[config.mk]
export PLATFORM = sky130hd
export DESIGN_NAME = pid_mul
export DESIGN_NICKNAME = d
export VERILOG_FILES = /design/src/rtl/pid_mul.sv
export SDC_FILE = /design/constraint.sdc
export NUM_CORES = 2
export LEC_CHECK = 0
export BUFFER_PORTS_ARGS = -buffer_cell sky130_fd_sc_hd__buf_2
export CAP_MARGIN = 20
export CORE_ASPECT_RATIO = 1.2
export CORE_MARGIN = 3
export CORE_UTILIZATION = 55
export CTS_CLUSTER_SIZE = 20
export DETAILED_ROUTE_END_ITERATION = 10
export PLACE_DENSITY_LB_ADDON = 0.12
export SYNTH_ARGS = -nofsm -noshare
export SYNTH_HDL_FRONTEND = slang
export SYNTH_SLANG_ARGS = --single-unit
[constraint.sdc]
create_clock -name clk_i -period 7.71 [get_ports clk_i]
set_clock_uncertainty 0.2 [all_clocks]
set_input_delay 0.771 -clock clk_i [delete_from_list [all_inputs] [get_ports clk_i]]
set_output_delay 0.771 -clock clk_i [all_outputs]
set_load 0.02 [all_outputs]
[src/rtl/pid_mul.sv]
// ----------------------------------------------------------------------------
// pid_mul: shared signed multiplier
// 33 x 33 signed product, registered.
// ----------------------------------------------------------------------------
module pid_mul (
  input  logic               clk_i,
  input  logic signed [32:0] a_i,
  input  logic signed [32:0] b_i,
  output logic signed [65:0] p_o
);
  logic signed [65:0] p_q;

  always_ff @(posedge clk_i) begin
    p_q <= a_i * b_i;
  end

  assign p_o = p_q;
endmodule

==> results.py <==
metrics = {
    "outcome": {
        "status": "finished, final reports clean",
    },
    "logic_synthesis": {
        "yosys-top-cells-area": "fa_1 (56%), inv_1 (10%), and2_1 (8.6%), ha_1 (6.7%), nand2_1 (5.1%)",
        "ys_top_cells_by_count": "fa_1 (1145), inv_1 (1131), and2_1 (562), nand2_1 (551), ha_1 (217)",
        "synth_seq_cells": 66,
        "synth.most_common_cell": "fa_1",
        "ys_seq_area_frac": 0.03244,
        "synthCells": 4338,
        "synth_area_sq_mm": 0.04073,
        "synth_nets": 5767,
        "synth_edf_count": 0,
        "ys.warnings.count": 0,
        "synth_ff_type": "dfxtp_1",
        "yosys.area.top_type": "fa_1",
        "yosysUniqueCellTypes": 80,
        "synth.top_cell.area_share": 0.5627,
        "syn_avg_cell_area_sq_um": 9.390,
        "synthArstFlopShare": 0,
    },
    "hold_path": {
        "whs_path_depth": 3,
        "hold_path_class": "in2reg",
        "min-delay-start": "b_i[0]",
    },
    "grt": {
        "grt_max_degree": 26,
        "antenna_found_initial": 1,
        "overflow": 0,
        "grt_usage": 0.3163,
        "grt_pass1_vias": 33688,
        "grt_pass1_wl_microns": 182700,
    },
    "die": {
        "dieArea_sq_mm": 0.07738,
        "rows": 108,
        "die_w_microns": 254.4,
        "io_pins": 133,
        "core-area_sq_mm": 0.07283,
        "initial_core_util": 0.5593,
        "die_y_microns": 304.1,
    },
    "sta": {
        "fmax_mhz": 131.4,
        "tightest_slew_ns": 0.5055,
        "post-route-period-util": 0.9867,
        "hold_viol": 0,
        "setup_viol": 0,
        "finalCriticalPeriod_ns": 7.608,
        "slew_headroom": 0.6594,
        "rsz0062_at_grt": "true",
        "report.final.slew_viol_count": 0,
    },
    "cts": {
        "cts_tree": "yes",
        "htreeDepth": 3,
        "clock_path_buffers": 2,
        "path_clk_slew_ns": 0.09,
        "cts-buffers-inserted": 9,
        "cts-root-buf": "clkbuf_16",
        "cts.sinks": 66,
        "hold_buffers": 0,
    },
    "final_layout": {
        "instances_no_fill": 5733,
        "syn_to_final_growth_pct": 16.58,
        "fin_nets": 6221,
        "drive_gt1_frac": 0.1776,
        "largest_reg_flops": 66,
        "n_fill_cell": 6126,
        "final_cell_area_sq_mm": 0.04749,
    },
    "detailed_routing": {
        "route.detailed.drc": 0,
        "first_iter_violations": 1441,
        "dr.pass1.iters": 5,
        "wl_per_cell_microns": 20.61,
        "drtAntennaViolNets": 0,
        "vias": 30184,
        "routed_via_density": 5.265,
        "drt_wl_total_microns": 118200,
    },
    "setup_path": {
        "arrival_ns": 7.65,
        "endpoint_kind": "flip-flop",
        "worstSetupPathType": "in2reg",
        "cp-startpoint": "a_i[19]",
        "worst_setup_path_start_kind": "input pin",
        "worst-path-max-fanout": 12,
        "cp.required_ns": 7.75,
    },
    "placed_design": {
        "dp_hpwl_microns": 104200,
        "gp_congestion": 0.9386,
        "port_buffers": 132,
        "dpl.cell_count": 5679,
        "place_area_sq_mm": 0.04587,
    },
    "run": {
        "maxCapViolCount": 0,
    },
}
[critical path, stage by stage]
cell	delay [ns]
buf_4	0.18
and2_1	0.18
fa_1	0.54
inv_1	0.06
fa_1	0.52
inv_1	0.05
fa_1	0.49
inv_1	0.06
fa_2	0.58
fa_1	0.42
fa_1	0.57
inv_1	0.06
fa_1	0.47
inv_1	0.05
fa_1	0.52
inv_1	0.08
ha_4	0.23
a21oi_1	0.13
o21ai_1	0.11
a311o_1	0.37
a31o_1	0.28
a211oi_4	0.37
a21oi_2	0.13
nor4b_2	0.33
a311oi_2	0.07
[cell usage in the layout (no fill, tap or decap), types with 24 or more instances in the layout]
| cell type | instances |
|---|---|
| xor2_1 | 25 |
| ha_1 | 203 |
| dfxtp_1 | 66 |
| inv_1 | 1107 |
| buf_6 | 41 |
| nor2_1 | 65 |
| buf_12 | 38 |
| nand2_1 | 543 |
| a21o_1 | 36 |
| nand3_1 | 24 |
| fa_2 | 32 |
| buf_2 | 84 |
| buf_4 | 486 |
| fa_1 | 1113 |
| xnor2_1 | 43 |
| and2_1 | 546 |
| a21oi_1 | 44 |
[timing repair]
| item | in CTS | in global routing |
|---|---|---|
| endpoints found under the setup margin | 14 | 32 |
| pin swaps | 5 | 111 |
| resized for setup | 34 | 253 |
| setup buffers | 1 | 35 |
| cloned | 0 | 2 |
[final timing paths]
kind,slack [ns],endpoint
worst max-delay path,0.10,p_o[58]
worst min-delay path,0.72,p_o[0]
[through the flow]
| step | setup slack (ns) | util | hold slack [ns] | setup TNS [ns] |
|---|---|---|---|---|
| finish | 0.1022 | 0.6520 | 0.7162 | 0 |
| detailed placement | -0.5629 | 0.6298 | 0.9877 | -13.11 |
| floorplan | 0.02097 | - | 0.6983 | 0 |
| global placement | -0.4435 | 0.6298 | 0.9884 | -10.90 |
| CTS | 0.0002949 | 0.6356 | 0.7269 | 0 |
| global route | -0.05693 | 0.6520 | 0.7187 | -0.2254 |
[area by class of cell]
| cell class | count | area, sq um | area share |
|---|---|---|---|
| Clock buffer | 9 | 225.2 | 0.004743 |
| Inverter | 1131 | 4254 | 0.08958 |
| Timing Repair Buffer | 664 | 5519 | 0.1162 |
| Sequential cell | 66 | 1321 | 0.02782 |
| Tap cell | 935 | 1170 | 0.02464 |
| Multi-Input combinational cell | 2920 | 34900 | 0.7348 |
| Clock inverter | 7 | 100.1 | 0.002108 |
| Antenna cell | 1 | 2.502 | 0.00005270 |
[routing by layer]
metal	vias up	routed length, microns	GRT usage
met3	408	3344	0.02222
li1	13248	-	-
met5	-	0	0
met2	778	65720	0.5967
met1	15750	37010	0.3153
met4	0	12080	0.2521
[cells by family after synthesis]
kind of cell	count (synthesis)	synth area share
xor+xnor	68	0.01462
compound gates	219	0.04067
simple gates	1271	0.1578
flops	66	0.03244
buf+inv	1352	0.1251
fa+ha+maj	1362	0.6294
Power is not shown: default switching activity piles up to over one toggle a cycle in this logic, so the estimate is an artifact.
