===== config.mk =====
export PLATFORM = sky130hd
export DESIGN_NAME = pid_div
export DESIGN_NICKNAME = d
export VERILOG_FILES = /design/src/rtl/pid_pkg.sv /design/src/rtl/pid_div.sv
export SDC_FILE = /design/constraint.sdc
export NUM_CORES = 1
export LEC_CHECK = 0
export BUFFER_PORTS_ARGS = -buffer_cell sky130_fd_sc_hd__buf_2
export CORE_ASPECT_RATIO = 1.1
export CORE_MARGIN = 1.5
export CORE_UTILIZATION = 60
export CTS_BUF_LIST = sky130_fd_sc_hd__clkbuf_16
export CTS_CLUSTER_SIZE = 24
export DETAILED_ROUTE_END_ITERATION = 6
export PLACE_DENSITY = 0.79
export SLEW_MARGIN = 20
export SYNTH_ARGS = -nofsm -noshare
export SYNTH_HDL_FRONTEND = slang
export SYNTH_SLANG_ARGS = --single-unit

===== constraint.sdc =====
create_clock -name clk_i -period 14.9 [get_ports clk_i]
set_clock_uncertainty 0.15 [all_clocks]
set_input_delay 2.235 -clock clk_i [delete_from_list [all_inputs] [get_ports clk_i]]
set_output_delay 2.235 -clock clk_i [all_outputs]
set_load 0.01 [all_outputs]

===== src/rtl/pid_pkg.sv =====
// ----------------------------------------------------------------------------
// pid_pkg: shared types and helpers of the positional PID controller
// Register indexes, divider request and response, 32-bit saturation.
// ----------------------------------------------------------------------------
package pid_pkg;

  typedef enum logic [2:0] {
    CFG_PROP_GAIN     = 3'd0,
    CFG_INTEG_GAIN    = 3'd1,
    CFG_DERIV_GAIN    = 3'd2,
    CFG_SAMPLE_PERIOD = 3'd3,
    CFG_MODE_BITS     = 3'd4,
    CFG_DERIV_COEFF   = 3'd5,
    CFG_INTEG_BOUND   = 3'd6,
    CFG_OUTPUT_LIMIT  = 3'd7
  } cfg_idx_e;

  localparam logic [1:0] IMODE_SEPARATED  = 2'd1;
  localparam logic [1:0] IMODE_ANTIWINDUP = 2'd2;
  localparam logic [1:0] DMODE_FILTERED   = 2'd1;
  localparam logic [1:0] DMODE_SETPOINT   = 2'd2;

  typedef struct packed {
    logic               start;
    logic signed [63:0] dividend;
    logic signed [31:0] divisor;
  } div_req_t;

  typedef struct packed {
    logic               done;
    logic signed [63:0] quotient;
  } div_rsp_t;

  function automatic logic signed [31:0] sat32(input logic signed [65:0] v);
    logic signed [31:0] r;
    if (v > 66'sh0_7FFF_FFFF) begin
      r = 32'sh7FFF_FFFF;
    end else if (v < -66'sh0_8000_0000) begin
      r = -32'sh8000_0000;
    end else begin
      r = v[31:0];
    end
    return r;
  endfunction

endpackage


===== src/rtl/pid_div.sv =====
// ----------------------------------------------------------------------------
// pid_div: shared iterative signed divider
// 64 / 32 bit, truncating, four quotient bits per cycle.
// ----------------------------------------------------------------------------
module pid_div (
  input  logic                clk_i,
  input  logic                rst_ni,
  input  pid_pkg::div_req_t   req_i,
  output pid_pkg::div_rsp_t   rsp_o
);
  import pid_pkg::*;

  logic        busy_q, done_q, neg_q;
  logic [3:0]  cnt_q;
  logic [32:0] rem_q, rem_d;
  logic [63:0] quo_q, quo_d;
  logic [31:0] den_q;

  always_comb begin
    logic [32:0] r;
    logic [63:0] q;
    r = rem_q;
    q = quo_q;
    for (int k = 0; k < 4; k++) begin
      r = {r[31:0], q[63]};
      q = {q[62:0], 1'b0};
      if (r >= {1'b0, den_q}) begin
        r = r - {1'b0, den_q};
        q[0] = 1'b1;
      end
    end
    rem_d = r;
    quo_d = q;
  end

  always_ff @(posedge clk_i or negedge rst_ni) begin
    if (!rst_ni) begin
      busy_q <= 1'b0;
      done_q <= 1'b0;
      cnt_q  <= '0;
    end else begin
      done_q <= 1'b0;
      if (req_i.start) begin
        busy_q <= 1'b1;
        cnt_q  <= '0;
      end else if (busy_q) begin
        cnt_q <= cnt_q + 4'd1;
        if (cnt_q == 4'd15) begin
          busy_q <= 1'b0;
          done_q <= 1'b1;
        end
      end
    end
  end

  always_ff @(posedge clk_i) begin
    if (req_i.start) begin
      neg_q <= req_i.dividend[63] ^ req_i.divisor[31];
      rem_q <= '0;
      quo_q <= req_i.dividend[63] ? 64'(-req_i.dividend) : 64'(req_i.dividend);
      den_q <= req_i.divisor[31] ? 32'(-req_i.divisor) : 32'(req_i.divisor);
    end else if (busy_q) begin
      rem_q <= rem_d;
      quo_q <= quo_d;
    end
  end

  assign rsp_o.done     = done_q;
  assign rsp_o.quotient = neg_q ? -$signed(quo_q) : $signed(quo_q);
endmodule


==> qor.yml, run 1 <==
num_rows: 62
ys_seq_elements: 135
cts_tree: "done"
clk_pin_slew_ps: 70
vias_per_cell: 6.47
worstSkewPairLatency_ps: 440
fillers: 2294
avgSynthCellArea_sq_um: 8.10
fmax_mhz: 72.1
worstPathArrival_ps: 14070
drc: 0
critical_path_class: "reg2reg"
min_period_ps: 13870
die_h_microns: 174
gp_congestion: 0.992
grt_use_total: 0.351
io_pins: 164
start_util: 0.611
drt_pre_antenna_iters: 6
slew_headroom: 0.299
portBuffers: 163
drv_slew: 0
synth_cell_types: 78
first_global_vias: 14800
cpMostUsedCell: "o21ai_0"
worst_ep_required_time_ps: 15100
ys.flop_type: "edfxtp_1"
hold_violations: 0
vias: 15900
grt_overflow: 0
drive_above_1_share: 0.134
seqCellArea_sq_um: 3700
post-route-util: 0.678
cp_slowest_stage_delay_ps: 580
syn_inst: 1970
synthTopCellsByArea: "edfxtp_1 (18%), ha_1 (10%), xnor2_1 (8.8%)"
h-tree-depth: 4
multi_input_area_sq_um: 11600
rr_startpoint: "den_q[4]"
antenna_found_initial: 3
syn_to_final_growth_pct: 10.9
drt-total-wl_mm: 48.9
antenna_cells: 0
syn_area_sq_um: 16000
crit_buf_inv: 5
die-area_sq_um: 27600
timing.setup.tns_ps: 0
final_cell_mix: "a21oi_1 (185), nor2_1 (174), buf_2 (162)"
finalCritPeriodShare: 0.931
cp.depth: 46
yosysTopAreaCell: "edfxtp_1"
critPathCaptureType: "register"
setup_viol: 0
routedWlPerCell_microns: 19.9
synth_fp_nets: 2205
coreArea_sq_um: 26100
rsz0062_at_grt: "no"
r2r_setup_slack_ps: 1030
nets: 2327
hold_path_depth: 2
grt_pass1_wl_mm: 76.2
dpl_cell_area_sq_um: 17100
grt_max_degree: 97
drtIter0Drc: 1431
hpwl_mm: 38.9
cts_root_buffer: "clkbuf_16"
ff2ff_path_depth: 46
cts_made_buffers: 17
die_w_microns: 159
hold_class: "reg2reg"
critPathSlowestCell: "o21ai_0"
ctsHoldBuffers: 0
antenna_left: 0
critPathTopFamily: "compound AO/OA/AOI/OAI gates"
clock_path_buffers: 2
final_area_sq_um: 17700
maxCapViolCount: 0
yosys_warnings: 0
final_common_cell: "a21oi_1"
yosysTopAreaCellShare: 0.182
ys_seq_area_frac: 0.232
crit_start: "den_q[4]"
async_flop_share: 0.0444
cts.sinks: 135
synth-edff-count: 97
critPathMaxFanout: 30
cp-start-kind: "register"
worstHoldStart: "rem_q[26]"
status: "complete, no violations"
worst_slew_pin_slew_ps: 1050
==> layout make-up <==
cell class,count,share of cell area
Multi-Input combinational cell,1668,0.658
Sequential cell,135,0.209
Timing Repair Buffer,181,0.0540
Tap cell,352,0.0249
Clock buffer,17,0.0240
Inverter,89,0.0189
Clock inverter,13,0.0115
==> cells by family (layout without fill, tap and decap cells) <==
kind of cell	Yosys count	in the layout	synth area share
flip-flops	135	135	0.232
XOR/XNOR	259	259	0.142
AND/OR/NAND/NOR	561	561	0.172
AO/OA/AOI/OAI	635	635	0.254
adder cells (fa/ha/maj)	136	136	0.108
multiplexers	77	77	0.0512
buffers and inverters	167	300	0.0400
==> worst paths after layout <==
kind                             endpoint
worst max-delay path             rem_q[8]
worst min-delay path            rem_q[26]
worst max register to register   rem_q[8]
worst min register to register  rem_q[26]
max in group asynchronous        cnt_q[0]
min in group asynchronous          done_q
==> timing repair <==
item	CTS	global route
gates resized for setup	0	1
buffers inserted	0	3
hold endpoints to repair	0	0
endpoints found under the setup margin	0	32
==> worst register-to-register path, delay by kind of cell (launching register included) <==
| family | cells | cell delay (ps) |
|---|---|---|
| buf+inv | 5 | 1080 |
| compound gates | 26 | 7670 |
| fa+ha+maj | 4 | 1400 |
| flops | 1 | 370 |
| simple gates | 10 | 2940 |
| mux | 1 | 160 |
==> registers in the layout, summed over array words and instances (netlist names) <==
name,cells
done_q,1
busy_q,1
rem_q,32
den_q,32
cnt_q,4
neg_q,1
quo_q,64
==> cells in the mapped netlist, types with 29 or more instances <==
cell	count
or3_1	29
a211oi_1	29
ha_1	132
xnor2_1	160
nor3_1	41
mux2_2	37
nor2_1	175
clkbuf_1	68
inv_1	89
mux2i_1	40
o21ai_0	142
a21o_1	47
dfxtp_1	32
xor2_1	99
a21oi_1	185
nand3_1	41
edfxtp_1	97
nand2_1	132
o31ai_1	58
==> routing by layer <==
metal | GRT usage | routed length (microns) | part of all wire
met5 | 0 | 20 | 0.00041
met4 | 0.141 | 1830 | 0.037
met3 | 0.0628 | 4110 | 0.084
met2 | 0.561 | 22200 | 0.46
met1 | 0.465 | 20700 | 0.42
==> metrics by stage <==
stage	hold WS (ps)	setup WS, ps	std cells
floorplan	297	2500	1970
global route	359	431	2455
detailed placement	332	807	2422
CTS	342	732	2452
finish	342	1030	2455
global placement	316	1330	2422
Power of run 1 is not shown: default switching activity piles up to over one toggle a cycle in this logic, so the estimate is an artifact.
==> run 2: changes to the inputs <==
--- a/config.mk
+++ b/config.mk
@@ -13,6 +13,7 @@
 export CTS_CLUSTER_SIZE = 24
 export DETAILED_ROUTE_END_ITERATION = 6
 export PLACE_DENSITY = 0.79
+export REMOVE_ABC_BUFFERS = 1
 export SLEW_MARGIN = 20
 export SYNTH_ARGS = -nofsm -noshare
 export SYNTH_HDL_FRONTEND = slang
==> constraint.sdc (replaced) <==
create_clock -name clk_i -period 18 [get_ports clk_i]
set_clock_uncertainty 0.15 [all_clocks]
set_input_delay 2.7 -clock clk_i [delete_from_list [all_inputs] [get_ports clk_i]]
set_output_delay 2.7 -clock clk_i [all_outputs]
set_load 0.01 [all_outputs]
==> run 2 against run 1 <==
Setup slack improved by 2000 ps. Core utilization fell by 0.42 points. Fmax fell by 7.6%. Non-clock buffer count fell by 7. Cell area fell by 0.62%. Sequential cell count did not move. Clock-buffer cell count did not move. Critical path type unchanged.
==> qor.yml, run 2 (same netlist as run 1, synthesis figures left out) <==
cts_made_buffers: 17
cts_resized: 0
regMostFlops: "quo_q"
cts_tree: "done"
min_period_ps: 15010
status: "complete, no violations"
worstSkewPairLatency_ps: 440
grt_use_total: 0.368
cts_root_buffer: "clkbuf_16"
die_h_microns: 174
grt_busiest_layer: "met2"
antenna_left: 0
drc: 0
maxCapViolCount: 0
drv_slew: 0
rsz0062_at_grt: "no"
grt_pass1_wl_mm: 79.1
fmax_mhz: 66.6
syn_to_final_growth_pct: 10.3
drt-total-wl_mm: 50.7
num_rows: 62
cts_setup_buffers: 0
cts.sinks: 135
nets: 2320
die-area_sq_um: 27600
gp_congestion: 1.06
first_global_vias: 15000
coreArea_sq_um: 26100
stdcell_count: 2452
hold_class: "reg2reg"
final_common_cell: "a21oi_1"
grt.met3_usage: 0.0603
h-tree-depth: 4
final_cell_mix: "a21oi_1 (185), nor2_1 (174), buf_2 (162)"
routedWlPerCell_microns: 20.7
met2_usage: 0.602
critical_path_class: "reg2reg"
critPathCaptureType: "register"
largest_reg_flops: 64
worst_slew_pin_slew_ps: 1020
portBuffers: 163
hold_violations: 0
cpMostUsedCell: "o21ai_0"
worst_ep_required_time_ps: 18130
drt_pre_antenna_iters: 5
placedCellCount: 2418
cp_slowest_stage_delay_ps: 550
critPathSlowestCell: "a2111o_1"
grt_max_degree: 103
clock_path_buffers: 2
drtIter0Drc: 1541
io_pins: 164
ctsHoldBuffers: 0
worstPathArrival_ps: 15140
antenna_found_initial: 3
die_w_microns: 159
vias: 15900
finalCritPeriodShare: 0.834
hpwl_mm: 39.6
start_util: 0.611
drive_above_1_share: 0.130
grt_overflow: 0
vias_per_cell: 6.50
use_met1: 0.479
critPathMaxFanout: 25
setup_viol: 0
reg_top3: "quo_q (64), den_q (32), rem_q (32)"
cp-start-kind: "register"
slew_headroom: 0.309
timing.setup.tns_ps: 0
clk_pin_slew_ps: 60
-- run 2: cell count changes in the layout (fill, tap and decap cells not counted), moves of 2 or more --
cell,before,now
clkinv_2,1,3
buf_4,18,11
inv_6,2,0
clkinv_1,1,3
diode_2,0,2
bufinv_16,5,3
inv_1,89,92
-- run 2: critical path: cells and delay by family, from the launching register on --
family | cells | cell delay (ps)
muxes | 3 | 1020
adders and majority gates | 4 | 1360
buffers and inverters | 6 | 1850
DFF | 1 | 380
and+or+nand+nor | 8 | 2450
AOI/OAI and AO/OA | 26 | 7540
-- run 2: final timing paths --
check | start | end | slack, ps | cells past startpoint
setup / recovery | den_q[27] | rem_q[19] | 2990 | 47
min in group asynchronous | rst_ni | cnt_q[0] | 1930 | 1
hold / removal | rem_q[21] | rem_q[21] | 350 | 2
hold reg to reg | rem_q[21] | rem_q[21] | 350 | 2
max in group asynchronous | rst_ni | cnt_q[2] | 15630 | 1
setup reg to reg | den_q[27] | rem_q[19] | 2990 | 47
-- run 2: metal layers --
metal	wire, microns	share of wire	up-vias
li1	-	-	7571
met1	20500	0.40	7439
met2	23400	0.46	786
met3	4700	0.093	149
met4	2070	0.041	4
met5	27	0.00053	-
-- run 2: final cells by class --
type | instances | area [sq um]
Inverter | 89 | 334
Antenna cell | 2 | 5.00
Clock inverter | 15 | 146
Timing Repair Buffer | 174 | 905
Tap cell | 352 | 440
Sequential cell | 135 | 3700
Fill cell | 2278 | 8540
Multi-Input combinational cell | 1668 | 11600
Clock buffer | 17 | 425
-- run 2: metrics by stage --
step / hold WS (ps) / worst slack [ps] / cell area [sq um] / util
after CTS: 340 / 3600 / 17600 / 0.673
after floorplan: 297 / 3470 / 15700 / -
after detailed placement: 332 / 3660 / 17000 / 0.651
after global placement: 319 / 4120 / 17000 / 0.651
after global routing: 371 / 2330 / 17600 / 0.673
final: 349 / 2990 / 17600 / 0.673
Power of run 2 is left out for the same reason.
